File: src/hdl/fepr_pkg.sv
// Shared types, register indexes and substitution tables of the index permuter.
`timescale 1ns / 1ps
package fepr_pkg;

  localparam int unsigned DataW = 64;
  localparam int unsigned MixW = 32;
  localparam int unsigned CfgIdxW = 3;
  localparam int unsigned RoundCntW = 7;
  localparam int unsigned PassW = 17;
  localparam logic [PassW-1:0] WALK_LIMIT = 17'd65536;

  localparam logic [CfgIdxW-1:0] REG_DOMAIN_RANGE = 3'd0;
  localparam logic [CfgIdxW-1:0] REG_LOW_HALF_BITS = 3'd1;
  localparam logic [CfgIdxW-1:0] REG_HIGH_HALF_BITS = 3'd2;
  localparam logic [CfgIdxW-1:0] REG_ROUND_COUNT = 3'd3;
  localparam logic [CfgIdxW-1:0] REG_KEY_SEED = 3'd4;

  typedef struct packed {
    logic load_in;
    logic load_c;
    logic do_round;
    logic round_odd;
    logic combine;
    logic load_out;
    logic out_zero;
  } dp_cmd_t;

  typedef struct packed {
    logic below;
  } dp_status_t;

  typedef logic [MixW-1:0] sbox_row_t [64];

  localparam sbox_row_t SP0 = '{
    32'h01010400,32'h00000000,32'h00010000,32'h01010404,32'h01010004,32'h00010404,32'h00000004,32'h00010000,
    32'h00000400,32'h01010400,32'h01010404,32'h00000400,32'h01000404,32'h01010004,32'h01000000,32'h00000004,
    32'h00000404,32'h01000400,32'h01000400,32'h00010400,32'h00010400,32'h01010000,32'h01010000,32'h01000404,
    32'h00010004,32'h01000004,32'h01000004,32'h00010004,32'h00000000,32'h00000404,32'h00010404,32'h01000000,
    32'h00010000,32'h01010404,32'h00000004,32'h01010000,32'h01010400,32'h01000000,32'h01000000,32'h00000400,
    32'h01010004,32'h00010000,32'h00010400,32'h01000004,32'h00000400,32'h00000004,32'h01000404,32'h00010404,
    32'h01010404,32'h00010004,32'h01010000,32'h01000404,32'h01000004,32'h00000404,32'h00010404,32'h01010400,
    32'h00000404,32'h01000400,32'h01000400,32'h00000000,32'h00010004,32'h00010400,32'h00000000,32'h01010004};
  localparam sbox_row_t SP1 = '{
    32'h80108020,32'h80008000,32'h00008000,32'h00108020,32'h00100000,32'h00000020,32'h80100020,32'h80008020,
    32'h80000020,32'h80108020,32'h80108000,32'h80000000,32'h80008000,32'h00100000,32'h00000020,32'h80100020,
    32'h00108000,32'h00100020,32'h80008020,32'h00000000,32'h80000000,32'h00008000,32'h00108020,32'h80100000,
    32'h00100020,32'h80000020,32'h00000000,32'h00108000,32'h00008020,32'h80108000,32'h80100000,32'h00008020,
    32'h00000000,32'h00108020,32'h80100020,32'h00100000,32'h80008020,32'h80100000,32'h80108000,32'h00008000,
    32'h80100000,32'h80008000,32'h00000020,32'h80108020,32'h00108020,32'h00000020,32'h00008000,32'h80000000,
    32'h00008020,32'h80108000,32'h00100000,32'h80000020,32'h00100020,32'h80008020,32'h80000020,32'h00100020,
    32'h00108000,32'h00000000,32'h80008000,32'h00008020,32'h80000000,32'h80100020,32'h80108020,32'h00108000};
  localparam sbox_row_t SP2 = '{
    32'h00000208,32'h08020200,32'h00000000,32'h08020008,32'h08000200,32'h00000000,32'h00020208,32'h08000200,
    32'h00020008,32'h08000008,32'h08000008,32'h00020000,32'h08020208,32'h00020008,32'h08020000,32'h00000208,
    32'h08000000,32'h00000008,32'h08020200,32'h00000200,32'h00020200,32'h08020000,32'h08020008,32'h00020208,
    32'h08000208,32'h00020200,32'h00020000,32'h08000208,32'h00000008,32'h08020208,32'h00000200,32'h08000000,
    32'h08020200,32'h08000000,32'h00020008,32'h00000208,32'h00020000,32'h08020200,32'h08000200,32'h00000000,
    32'h00000200,32'h00020008,32'h08020208,32'h08000200,32'h08000008,32'h00000200,32'h00000000,32'h08020008,
    32'h08000208,32'h00020000,32'h08000000,32'h08020208,32'h00000008,32'h00020208,32'h00020200,32'h08000008,
    32'h08020000,32'h08000208,32'h00000208,32'h08020000,32'h00020208,32'h00000008,32'h08020008,32'h00020200};
  localparam sbox_row_t SP3 = '{
    32'h00802001,32'h00002081,32'h00002081,32'h00000080,32'h00802080,32'h00800081,32'h00800001,32'h00002001,
    32'h00000000,32'h00802000,32'h00802000,32'h00802081,32'h00000081,32'h00000000,32'h00800080,32'h00800001,
    32'h00000001,32'h00002000,32'h00800000,32'h00802001,32'h00000080,32'h00800000,32'h00002001,32'h00002080,
    32'h00800081,32'h00000001,32'h00002080,32'h00800080,32'h00002000,32'h00802080,32'h00802081,32'h00000081,
    32'h00800080,32'h00800001,32'h00802000,32'h00802081,32'h00000081,32'h00000000,32'h00000000,32'h00802000,
    32'h00002080,32'h00800080,32'h00800081,32'h00000001,32'h00802001,32'h00002081,32'h00002081,32'h00000080,
    32'h00802081,32'h00000081,32'h00000001,32'h00002000,32'h00800001,32'h00002001,32'h00802080,32'h00800081,
    32'h00002001,32'h00002080,32'h00800000,32'h00802001,32'h00000080,32'h00800000,32'h00002000,32'h00802080};
  localparam sbox_row_t SP4 = '{
    32'h00000100,32'h02080100,32'h02080000,32'h42000100,32'h00080000,32'h00000100,32'h40000000,32'h02080000,
    32'h40080100,32'h00080000,32'h02000100,32'h40080100,32'h42000100,32'h42080000,32'h00080100,32'h40000000,
    32'h02000000,32'h40080000,32'h40080000,32'h00000000,32'h40000100,32'h42080100,32'h42080100,32'h02000100,
    32'h42080000,32'h40000100,32'h00000000,32'h42000000,32'h02080100,32'h02000000,32'h42000000,32'h00080100,
    32'h00080000,32'h42000100,32'h00000100,32'h02000000,32'h40000000,32'h02080000,32'h42000100,32'h40080100,
    32'h02000100,32'h40000000,32'h42080000,32'h02080100,32'h40080100,32'h00000100,32'h02000000,32'h42080000,
    32'h42080100,32'h00080100,32'h42000000,32'h42080100,32'h02080000,32'h00000000,32'h40080000,32'h42000000,
    32'h00080100,32'h02000100,32'h40000100,32'h00080000,32'h00000000,32'h40080000,32'h02080100,32'h40000100};
  localparam sbox_row_t SP5 = '{
    32'h20000010,32'h20400000,32'h00004000,32'h20404010,32'h20400000,32'h00000010,32'h20404010,32'h00400000,
    32'h20004000,32'h00404010,32'h00400000,32'h20000010,32'h00400010,32'h20004000,32'h20000000,32'h00004010,
    32'h00000000,32'h00400010,32'h20004010,32'h00004000,32'h00404000,32'h20004010,32'h00000010,32'h20400010,
    32'h20400010,32'h00000000,32'h00404010,32'h20404000,32'h00004010,32'h00404000,32'h20404000,32'h20000000,
    32'h20004000,32'h00000010,32'h20400010,32'h00404000,32'h20404010,32'h00400000,32'h00004010,32'h20000010,
    32'h00400000,32'h20004000,32'h20000000,32'h00004010,32'h20000010,32'h20404010,32'h00404000,32'h20400000,
    32'h00404010,32'h20404000,32'h00000000,32'h20400010,32'h00000010,32'h00004000,32'h20400000,32'h00404010,
    32'h00004000,32'h00400010,32'h20004010,32'h00000000,32'h20404000,32'h20000000,32'h00400010,32'h20004010};
  localparam sbox_row_t SP6 = '{
    32'h00200000,32'h04200002,32'h04000802,32'h00000000,32'h00000800,32'h04000802,32'h00200802,32'h04200800,
    32'h04200802,32'h00200000,32'h00000000,32'h04000002,32'h00000002,32'h04000000,32'h04200002,32'h00000802,
    32'h04000800,32'h00200802,32'h00200002,32'h04000800,32'h04000002,32'h04200000,32'h04200800,32'h00200002,
    32'h04200000,32'h00000800,32'h00000802,32'h04200802,32'h00200800,32'h00000002,32'h04000000,32'h00200800,
    32'h04000000,32'h00200800,32'h00200000,32'h04000802,32'h04000802,32'h04200002,32'h04200002,32'h00000002,
    32'h00200002,32'h04000000,32'h04000800,32'h00200000,32'h04200800,32'h00000802,32'h00200802,32'h04200800,
    32'h00000802,32'h04000002,32'h04200802,32'h04200000,32'h00200800,32'h00000000,32'h00000002,32'h04200802,
    32'h00000000,32'h00200802,32'h04200000,32'h00000800,32'h04000002,32'h04000800,32'h00000800,32'h00200002};
  localparam sbox_row_t SP7 = '{
    32'h10001040,32'h00001000,32'h00040000,32'h10041040,32'h10000000,32'h10001040,32'h00000040,32'h10000000,
    32'h00040040,32'h10040000,32'h10041040,32'h00041000,32'h10041000,32'h00041040,32'h00001000,32'h00000040,
    32'h10040000,32'h10000040,32'h10001000,32'h00001040,32'h00041000,32'h00040040,32'h10040040,32'h10041000,
    32'h00001040,32'h00000000,32'h00000000,32'h10040040,32'h10000040,32'h10001000,32'h00041040,32'h00040000,
    32'h00041040,32'h00040000,32'h10041000,32'h00001000,32'h00000040,32'h10040040,32'h00001000,32'h00041040,
    32'h10001000,32'h00000040,32'h10000040,32'h10040000,32'h10040040,32'h10000000,32'h00040000,32'h10001040,
    32'h00000000,32'h10041040,32'h00040040,32'h10000040,32'h10040000,32'h10001000,32'h10001040,32'h00000000,
    32'h10041040,32'h00041000,32'h00041000,32'h00001040,32'h00001040,32'h00040040,32'h10000000,32'h10041000};

  // Round function: four table entries picked from the low four bytes of t.
  function automatic logic [MixW-1:0] round_mix(input logic [DataW-1:0] t, input logic odd);
    logic [MixW-1:0] res;
    if (odd) begin
      res = SP7[t[5:0]] ^ SP5[t[13:8]] ^ SP3[t[21:16]] ^ SP1[t[29:24]];
    end else begin
      res = SP6[t[5:0]] ^ SP4[t[13:8]] ^ SP2[t[21:16]] ^ SP0[t[29:24]];
    end
    return res;
  endfunction

endpackage

File: src/hdl/feistel_index_permuter.sv
// Top level of the keyed Feistel index permuter with cycle walking.
// A pass is R rounds, a combine and a range test, R = round_count rounded up to even;
// cycle walking repeats passes until the result is below domain_range, at most 65536 passes.
// One item at a time: the next item is taken only once the last has gone to the output
// register, which waits while an earlier result is still held without out_ready.
// Reset (synchronous, active low) restores the default registers and empties the block.
`timescale 1ns / 1ps
module feistel_index_permuter #(
  parameter int unsigned INDEX_WIDTH = 62
) (
  input  logic                   clk,
  input  logic                   rst_n,
  input  logic                   cfg_wr_en,
  input  logic [2:0]             cfg_index,
  input  logic [63:0]            cfg_wdata,
  input  logic                   in_valid,
  output logic                   in_ready,
  input  logic [INDEX_WIDTH-1:0] in_plain_index,
  output logic                   out_valid,
  input  logic                   out_ready,
  output logic [INDEX_WIDTH-1:0] out_shuffled_index
);

  // Configuration registers, written by the user only while the block is idle; not enforced.
  logic [62:0] domain_range_r;
  logic [5:0]  low_half_bits_r, high_half_bits_r, round_count_r;
  logic [63:0] key_seed_r;

  fepr_pkg::dp_cmd_t    cmd;
  fepr_pkg::dp_status_t status;

  always_ff @(posedge clk) begin
    if (!rst_n) begin
      domain_range_r   <= 63'd1;
      low_half_bits_r  <= 6'd1;
      high_half_bits_r <= 6'd1;
      round_count_r    <= 6'd6;
      key_seed_r       <= 64'd0;
    end else if (cfg_wr_en) begin
      case (cfg_index)
        fepr_pkg::REG_DOMAIN_RANGE:   domain_range_r   <= cfg_wdata[62:0];
        fepr_pkg::REG_LOW_HALF_BITS:  low_half_bits_r  <= cfg_wdata[5:0];
        fepr_pkg::REG_HIGH_HALF_BITS: high_half_bits_r <= cfg_wdata[5:0];
        fepr_pkg::REG_ROUND_COUNT:    round_count_r    <= cfg_wdata[5:0];
        fepr_pkg::REG_KEY_SEED:       key_seed_r       <= cfg_wdata;
        default: ;
      endcase
    end
  end

  // The controller walks rounds and passes; the datapath holds the halves.
  fepr_ctrl u_ctrl (
    .clk         (clk),
    .rst_n       (rst_n),
    .in_valid    (in_valid),
    .in_ready    (in_ready),
    .out_valid   (out_valid),
    .out_ready   (out_ready),
    .round_count (round_count_r),
    .cmd         (cmd),
    .status      (status)
  );

  fepr_dpath #(
    .INDEX_WIDTH (INDEX_WIDTH)
  ) u_dpath (
    .clk            (clk),
    .cmd            (cmd),
    .status         (status),
    .domain_range   (domain_range_r),
    .low_half_bits  (low_half_bits_r),
    .high_half_bits (high_half_bits_r),
    .key_seed       (key_seed_r),
    .in_index       (in_plain_index),
    .out_index      (out_shuffled_index)
  );

endmodule

File: src/hdl/fepr_dpath.sv
// Datapath of the index permuter: Feistel halves, rotating key, pass result and output register.
`timescale 1ns / 1ps
module fepr_dpath #(
  parameter int unsigned INDEX_WIDTH = 62
) (
  input  logic                     clk,
  input  fepr_pkg::dp_cmd_t        cmd,
  output fepr_pkg::dp_status_t     status,
  input  logic [62:0]              domain_range,
  input  logic [5:0]               low_half_bits,
  input  logic [5:0]               high_half_bits,
  input  logic [63:0]              key_seed,
  input  logic [INDEX_WIDTH-1:0]   in_index,
  output logic [INDEX_WIDTH-1:0]   out_index
);

  logic [63:0] lo_r, hi_r, key_r, c_r;
  logic [INDEX_WIDTH-1:0] out_r;
  logic [63:0] amask, bmask, src, mixed;

  assign amask = (64'd1 << low_half_bits) - 64'd1;
  assign bmask = (64'd1 << high_half_bits) - 64'd1;
  assign src = cmd.load_c ? c_r : 64'(in_index);
  assign mixed = 64'(fepr_pkg::round_mix(hi_r ^ key_r, cmd.round_odd));

  always_ff @(posedge clk) begin
    if (cmd.load_in || cmd.load_c) begin
      lo_r  <= src & amask;
      hi_r  <= src >> low_half_bits;
      key_r <= {key_seed[0], key_seed[63:1]};
    end else if (cmd.do_round) begin
      lo_r  <= hi_r;
      hi_r  <= (lo_r + mixed) & (cmd.round_odd ? amask : bmask);
      key_r <= {key_r[0], key_r[63:1]};
    end
    if (cmd.combine) begin
      c_r <= (hi_r << low_half_bits) + lo_r;
    end
    if (cmd.load_out) begin
      out_r <= cmd.out_zero ? '0 : c_r[INDEX_WIDTH-1:0];
    end
  end

  assign status.below = c_r < {1'b0, domain_range};
  assign out_index = out_r;

endmodule

File: src/hdl/fepr_ctrl.sv
// Controller of the index permuter: sequences rounds and passes and owns both handshakes.
`timescale 1ns / 1ps
module fepr_ctrl (
  input  logic                 clk,
  input  logic                 rst_n,
  input  logic                 in_valid,
  output logic                 in_ready,
  output logic                 out_valid,
  input  logic                 out_ready,
  input  logic [5:0]           round_count,
  output fepr_pkg::dp_cmd_t    cmd,
  input  fepr_pkg::dp_status_t status
);

  typedef enum logic [1:0] {S_IDLE, S_ROUND, S_COMBINE, S_TEST} state_t;

  state_t state_r;
  logic [fepr_pkg::RoundCntW-1:0] cnt_r, rounds_total;
  logic [fepr_pkg::PassW-1:0] passes_r;
  logic out_valid_r;
  logic finish, out_free;

  // Rounds run in pairs, so an odd count is rounded up.
  assign rounds_total = ({1'b0, round_count} + 7'd1) & 7'h7E;
  assign finish = status.below || (passes_r == fepr_pkg::WALK_LIMIT);
  assign out_free = !out_valid_r || out_ready;

  always_comb begin
    cmd = '0;
    case (state_r)
      S_IDLE:    cmd.load_in = in_valid;
      S_ROUND: begin
        cmd.do_round  = 1'b1;
        cmd.round_odd = cnt_r[0];
      end
      S_COMBINE: cmd.combine = 1'b1;
      S_TEST: begin
        cmd.load_out = finish && out_free;
        cmd.out_zero = !status.below;
        cmd.load_c   = !finish;
      end
      default: cmd = '0;
    endcase
  end

  always_ff @(posedge clk) begin
    if (!rst_n) begin
      state_r     <= S_IDLE;
      cnt_r       <= '0;
      passes_r    <= '0;
      out_valid_r <= 1'b0;
    end else begin
      // A new result takes the output register; otherwise an accepted one leaves it.
      if (cmd.load_out) begin
        out_valid_r <= 1'b1;
      end else if (out_ready) begin
        out_valid_r <= 1'b0;
      end
      case (state_r)
        S_IDLE: begin
          if (in_valid) begin
            passes_r <= 17'd1;
            cnt_r    <= 7'd1;
            state_r  <= (rounds_total == '0) ? S_COMBINE : S_ROUND;
          end
        end
        S_ROUND: begin
          cnt_r <= cnt_r + 7'd1;
          if (cnt_r == rounds_total) begin
            state_r <= S_COMBINE;
          end
        end
        S_COMBINE: state_r <= S_TEST;
        S_TEST: begin
          if (finish) begin
            if (out_free) begin
              state_r <= S_IDLE;
            end
          end else begin
            passes_r <= passes_r + 17'd1;
            cnt_r    <= 7'd1;
            state_r  <= (rounds_total == '0) ? S_COMBINE : S_ROUND;
          end
        end
        default: state_r <= S_IDLE;
      endcase
    end
  end

  assign in_ready = (state_r == S_IDLE);
  assign out_valid = out_valid_r;

endmodule

File: config.mk
export PLATFORM = sky130hd
export DESIGN_NAME = feistel_index_permuter
export DESIGN_NICKNAME = d
export VERILOG_FILES = /design/src/hdl/fepr_pkg.sv /design/src/hdl/feistel_index_permuter.sv /design/src/hdl/fepr_dpath.sv /design/src/hdl/fepr_ctrl.sv
export SDC_FILE = /design/constraint.sdc
export NUM_CORES = 2
export LEC_CHECK = 0
export BUFFER_PORTS_ARGS = -buffer_cell sky130_fd_sc_hd__buf_2
export CAP_MARGIN = 25
export CORE_ASPECT_RATIO = 1.5
export CORE_MARGIN = 2
export CORE_UTILIZATION = 47
export CTS_CLUSTER_SIZE = 25
export DETAILED_ROUTE_END_ITERATION = 8
export GPL_TIMING_DRIVEN = 0
export PLACE_DENSITY = 0.65
export SETUP_SLACK_MARGIN = 0.2
export SLEW_MARGIN = 20
export SYNTH_ARGS = -nofsm -noshare
export SYNTH_HDL_FRONTEND = slang
export SYNTH_SLANG_ARGS = --single-unit
export TNS_END_PERCENT = 5
File: constraint.sdc
create_clock -name clk -period 10.9 [get_ports clk]
set_input_delay 2.18 -clock clk [delete_from_list [all_inputs] [get_ports clk]]
set_output_delay 2.18 -clock clk [all_outputs]
set_load 0.1 [all_outputs]
==> results of run 1 <==
==> synth_stat cells, drive strengths merged, types with 18 or more instances <==
cell type / instances
nand2: 958
edfxtp: 318
o31ai: 22
nor2: 410
o211ai: 57
mux4: 129
and3: 83
xor2: 76
a21o: 85
inv: 120
nor3: 96
o22ai: 53
o311ai: 22
a221oi: 18
nand4: 26
ha: 196
or3: 20
dfxtp: 172
a21boi: 132
a31oi: 50
xnor2: 120
o21ai: 327
a211oi: 61
nor2b: 106
buf: 80
a311oi: 37
nand3: 164
and2: 32
clkbuf: 285
mux2i: 134
a22oi: 41
nand2b: 22
a21oi: 377
==> logic make-up after synthesis <==
kind of cell	count (synthesis)	share of synthesized area, %
multiplexers	274	10.6
AND/OR/NAND/NOR	1976	20.8
buffers and inverters	489	4.74
XOR/XNOR	196	4.11
adder cells (fa/ha/maj)	198	5.97
flip-flops	490	31.1
AO/OA/AOI/OAI	1460	22.6
==> metal layers <==
metal | GRT overflow | track usage (%)
met1 | 1 | 70.4
met2 | 159 | 86.6
met3 | 1 | 45.9
met4 | 103 | 60.2
met5 | 1 | 15.1
==> through the flow <==
step	setup WS, ns	hold slack (ns)	cell area (sq um)	setup TNS [ns]
after global placement	-2.41	0.450	44100	-286.17
after floorplan	2.41	0.442	41700	0
after detailed placement	0.277	0.457	44800	0
after CTS	0.243	0.466	46500	0
==> flow_metrics.env, run 1 <==
export IMPL_outcome="stopped before the end"
export IMPL_haltStage="5_1_grt"
export IMPL_error="[ERROR GRT-0116] Global routing finished with congestion. Check the congestion regions in the DRC Viewer."
export IMPL_synth_cells=5083
export IMPL_chipHeight_um=369
export IMPL_syn_num_nets=5415
export IMPL_grt_pass1_wl_mm=438
export IMPL_overflow=265
export IMPL_cts_resized=0
export IMPL_syn_area_sq_mm=0.0417
export IMPL_grt_usage_pct=66.9
export IMPL_avgSynthCellArea_sq_um=8.21
export IMPL_synth_top_area_share_pct=22.9
export IMPL_h_tree_depth=2
export IMPL_cts_sinks=490
export IMPL_grt_start_max_net_pins=53
export IMPL_ys_async_sr_fraction_pct=0
export IMPL_yosysWarnings=0
export IMPL_post_dp_hpwl_mm=212
export IMPL_first_global_vias=51600
export IMPL_placedCellCount=6467
export IMPL_start_util_pct=47.5
export IMPL_port_buffers=196
export IMPL_cts_buffers_inserted=51
export IMPL_synth_largest_area_cell="edfxtp_1"
export IMPL_ys_ff_latch=490
export IMPL_synth_edff_count=318
export IMPL_rows=133
export IMPL_clockRootBuffer="clkbuf_16"
export IMPL_ys_flop_type="edfxtp_1"
export IMPL_hold_buffers=0
export IMPL_gp_congestion=1.20
export IMPL_synth_top_cells_by_area="edfxtp_1 (23%), nand2_1 (8.6%), dfxtp_1 (8.3%)"
export IMPL_post_cts_buffers=0
export IMPL_cts_buffer_depth=3
export IMPL_ios=198
export IMPL_seq_area_frac_synth_pct=31.1
export IMPL_ys_types=89
export IMPL_die_w_um=247
==> inputs of run 2 (changes only) <==
- CORE_ASPECT_RATIO: 1.5 -> not set
- CORE_UTILIZATION: 47 -> 32
- CTS_CLUSTER_SIZE: 25 -> not set
- PLACE_DENSITY: 0.65 -> not set
- PLACE_DENSITY_LB_ADDON: not set -> 0.15
- SETUP_SLACK_MARGIN: 0.2 -> not set
==> run 2 against run 1 <==
Effect of this change:
- the flow now finishes without violations
- synthesized area is the same
- synthesized cell count did not move
==> flow_metrics.env, run 2 <==
export IMPL_outcome="complete, no violations"
export IMPL_rsz0062_at_grt="no"
export IMPL_yosysWarnings=0
export IMPL_max_slew_worst_pin_slew_ns=1.36
export IMPL_power_mw=11.2
export IMPL_synth_top_area_share_pct=22.9
export IMPL_ios=198
export IMPL_chipHeight_um=365
export IMPL_die_w_um=365
export IMPL_seq_area_frac_synth_pct=31.1
export IMPL_fin_util_pct=37.2
export IMPL_port_buffers=196
export IMPL_fmax_ghz=0.0927
export IMPL_slew_headroom_pct=8.84
export IMPL_drt_total_wl_mm=286
export IMPL_fin_worst_skew_ns=0.0642
export IMPL_post_cts_buffers=0
export IMPL_crit_path_max_fanout=11
export IMPL_antenna_found_initial=33
export IMPL_clk_pin_slew_worst_paths_ns=0.06
export IMPL_post_place_ws_ns=0.411
export IMPL_cts_buffer_depth=3
export IMPL_ys_top_cells_by_count="nand2_1 (958), nor2_1 (410), a21oi_1 (377)"
export IMPL_drc=0
export IMPL_crit_path_end_kind="register"
export IMPL_critical_path_class="register to register"
export IMPL_crit_buf_inv=7
export IMPL_clkLatencyLatePin_ns=0.72
export IMPL_gp_congestion=1.10
export IMPL_tns_ns=0
export IMPL_synth_largest_area_cell="edfxtp_1"
export IMPL_wl_per_cell_um=39.6
export IMPL_post_dp_hpwl_mm=231
export IMPL_ys_ff_latch=490
export IMPL_worstPathArrival_ns=11.19
export IMPL_ir_worst_vdd_uv=136
export IMPL_rows=132
export IMPL_layout_min_cycle_time_ns=10.79
export IMPL_grt_pass1_wl_mm=376
export IMPL_hold_class="register to register"
export IMPL_grt_start_max_net_pins=49
export IMPL_layout_setup_ws_ns=0.114
export IMPL_power_density_mw_per_mm2=233
export IMPL_ys_async_sr_fraction_pct=0
export IMPL_hold_viol=0
export IMPL_drtIter0Drc=7350
export IMPL_cp_common_cell="a31oi_1"
export IMPL_setup_violations=0
export IMPL_first_global_vias=42300
export IMPL_synth_edff_count=318
export IMPL_drt_pass1_iterations=8
export IMPL_ys_flop_type="edfxtp_1"
export IMPL_cts_sinks=490
export IMPL_cp_slowest_cell="a21oi_1"
export IMPL_synth_cells=5083
export IMPL_vias=46500
export IMPL_synth_top_cells_by_area="edfxtp_1 (23%), nand2_1 (8.6%), dfxtp_1 (8.3%)"
export IMPL_place_area_sq_mm=0.0457
export IMPL_die_area_sq_mm=0.133
export IMPL_cap_viol_max_count=0
export IMPL_area_delta_synth_final_pct=15.5
export IMPL_timing_final_crit_share_pct=99.0
export IMPL_core_area_sq_mm=0.129
export IMPL_avgSynthCellArea_sq_um=8.21
export IMPL_cp_top_family="compound AO/OA/AOI/OAI gates"
export IMPL_worstPathRequired_ns=11.30
export IMPL_final_cell_area_sq_mm=0.0482
export IMPL_drive_gt1_share_pct=11.1
export IMPL_nets=5740
export IMPL_vias_per_cell=6.43
export IMPL_ys_types=89
export IMPL_cts_buffers_inserted=67
export IMPL_final_max_slew_viol_count=0
export IMPL_clockRootBuffer="clkbuf_16"
export IMPL_cp_slowest_stage_delay_ns=0.76
export IMPL_grt_usage_pct=41.7
export IMPL_syn_num_nets=5415
export IMPL_h_tree_depth=3
export IMPL_cts_tree="yes"
export IMPL_start_util_pct=32.2
export IMPL_cp_cell_sequence="buf_2, clkinv_1, clkbuf_1, clkbuf_2, buf_2, clkbuf_1, buf_1, a21oi_1, a21oi_1, and2_1, ha_1, and3_1, nand3_1, nor4_1, o31ai_1, a31oi_1, a31oi_1, o31ai_1, a31oi_1, a211oi_1, o21ai_0, o311ai_0"
export IMPL_p_leak_nw=18.4
export IMPL_worstSetupStartpointType="register"
export IMPL_final_common_cell="nand2_1"
export IMPL_overflow=0
export IMPL_mostFrequentLayoutCells="nand2_1 (957), nor2_1 (401), a21oi_1 (375)"
export IMPL_syn_area_sq_mm=0.0417
export IMPL_yosysMostFrequentCell="nand2_1"
export IMPL_antenna_left=0
run 2: cell counts after synthesis:
Identical to the previous run, type by type.
run 2: cell families after synthesis:
logic type | after synthesis | synth area share (%)
buffers and inverters | 489 | 4.74
AO/OA/AOI/OAI | 1460 | 22.6
multiplexers | 274 | 10.6
XOR/XNOR | 196 | 4.11
flip-flops | 490 | 31.1
adder cells (fa/ha/maj) | 198 | 5.97
AND/OR/NAND/NOR | 1976 | 20.8
run 2: cell type report:
class,count,area (sq um)
inverter,124,465
multi-input combinational,4104,26900
buffer,365,1550
fill,13700,81300
clock buffer,91,1860
sequential,490,13000
clock inverter,32,433
tap,1742,2180
timing repair buffer,256,1770
antenna,22,55.1
run 2: worst register-to-register path: stages (launching register included):
cell and delay [ns]:
dfxtp_1 0.35, buf_2 0.33, clkinv_1 0.33, clkbuf_1 0.61
clkbuf_2 0.56, buf_2 0.57, clkbuf_1 0.75, buf_1 0.67
a21oi_1 0.56, a21oi_1 0.77, and2_1 0.33, ha_1 0.22
and3_1 0.20, nand3_1 0.18, nor4_1 0.36, o31ai_1 0.25
a31oi_1 0.70, a31oi_1 0.57, o31ai_1 0.71, a31oi_1 0.27
a211oi_1 0.39, o21ai_0 0.15, o311ai_0 0.66
run 2: what timing repair did:
item	CTS	global route
endpoints found under the hold margin	0	0
hold buffers	0	0
resized for setup	0	3
setup endpoints to repair	0	1
run 2: routing by layer:
metal / up-vias / wire length, um / GRT usage (%)
met5: - / 198 / 0
met4: 20 / 19900 / 24.8
met3: 767 / 32700 / 14.2
met2: 3227 / 118000 / 60.5
met1: 23100 / 115000 / 53.4
li1: 19300 / - / -
run 2: path summary, 6_finish.rpt:
kind                                         from                     endpoint  slack [ns]  depth (start not counted)
setup / recovery  low_half_bits_r[2]$_SDFFE_PN0P_    u_dpath.c_r[57]$_DFFE_PP_        0.11                         22
setup reg to reg  low_half_bits_r[2]$_SDFFE_PN0P_    u_dpath.c_r[57]$_DFFE_PP_        0.11                         22
hold / removal        key_seed_r[20]$_SDFFE_PN0P_  key_seed_r[20]$_SDFFE_PN0P_        0.46                          2
hold reg to reg       key_seed_r[20]$_SDFFE_PN0P_  key_seed_r[20]$_SDFFE_PN0P_        0.46                          2
run 2: stage by stage:
| stage | hold slack (ns) | std cells |
|---|---|---|
| 6_report | 0.463 | 7226 |
| 5_1_grt | 0.476 | 7204 |
| 4_1_cts | 0.466 | 7190 |
| 3_5_place_dp | 0.457 | 7067 |
| 3_3_place_gp | 0.451 | 7021 |
| 2_1_floorplan | 0.442 | 5083 |
run 2: where the power goes:
group | internal, mW | switching [mW] | total (mW)
registers | 2.34 | 0.443 | 2.78
logic | 1.86 | 4.28 | 6.14
clock network | 1.32 | 1.00 | 2.32
(Power assumes the default switching activity.)
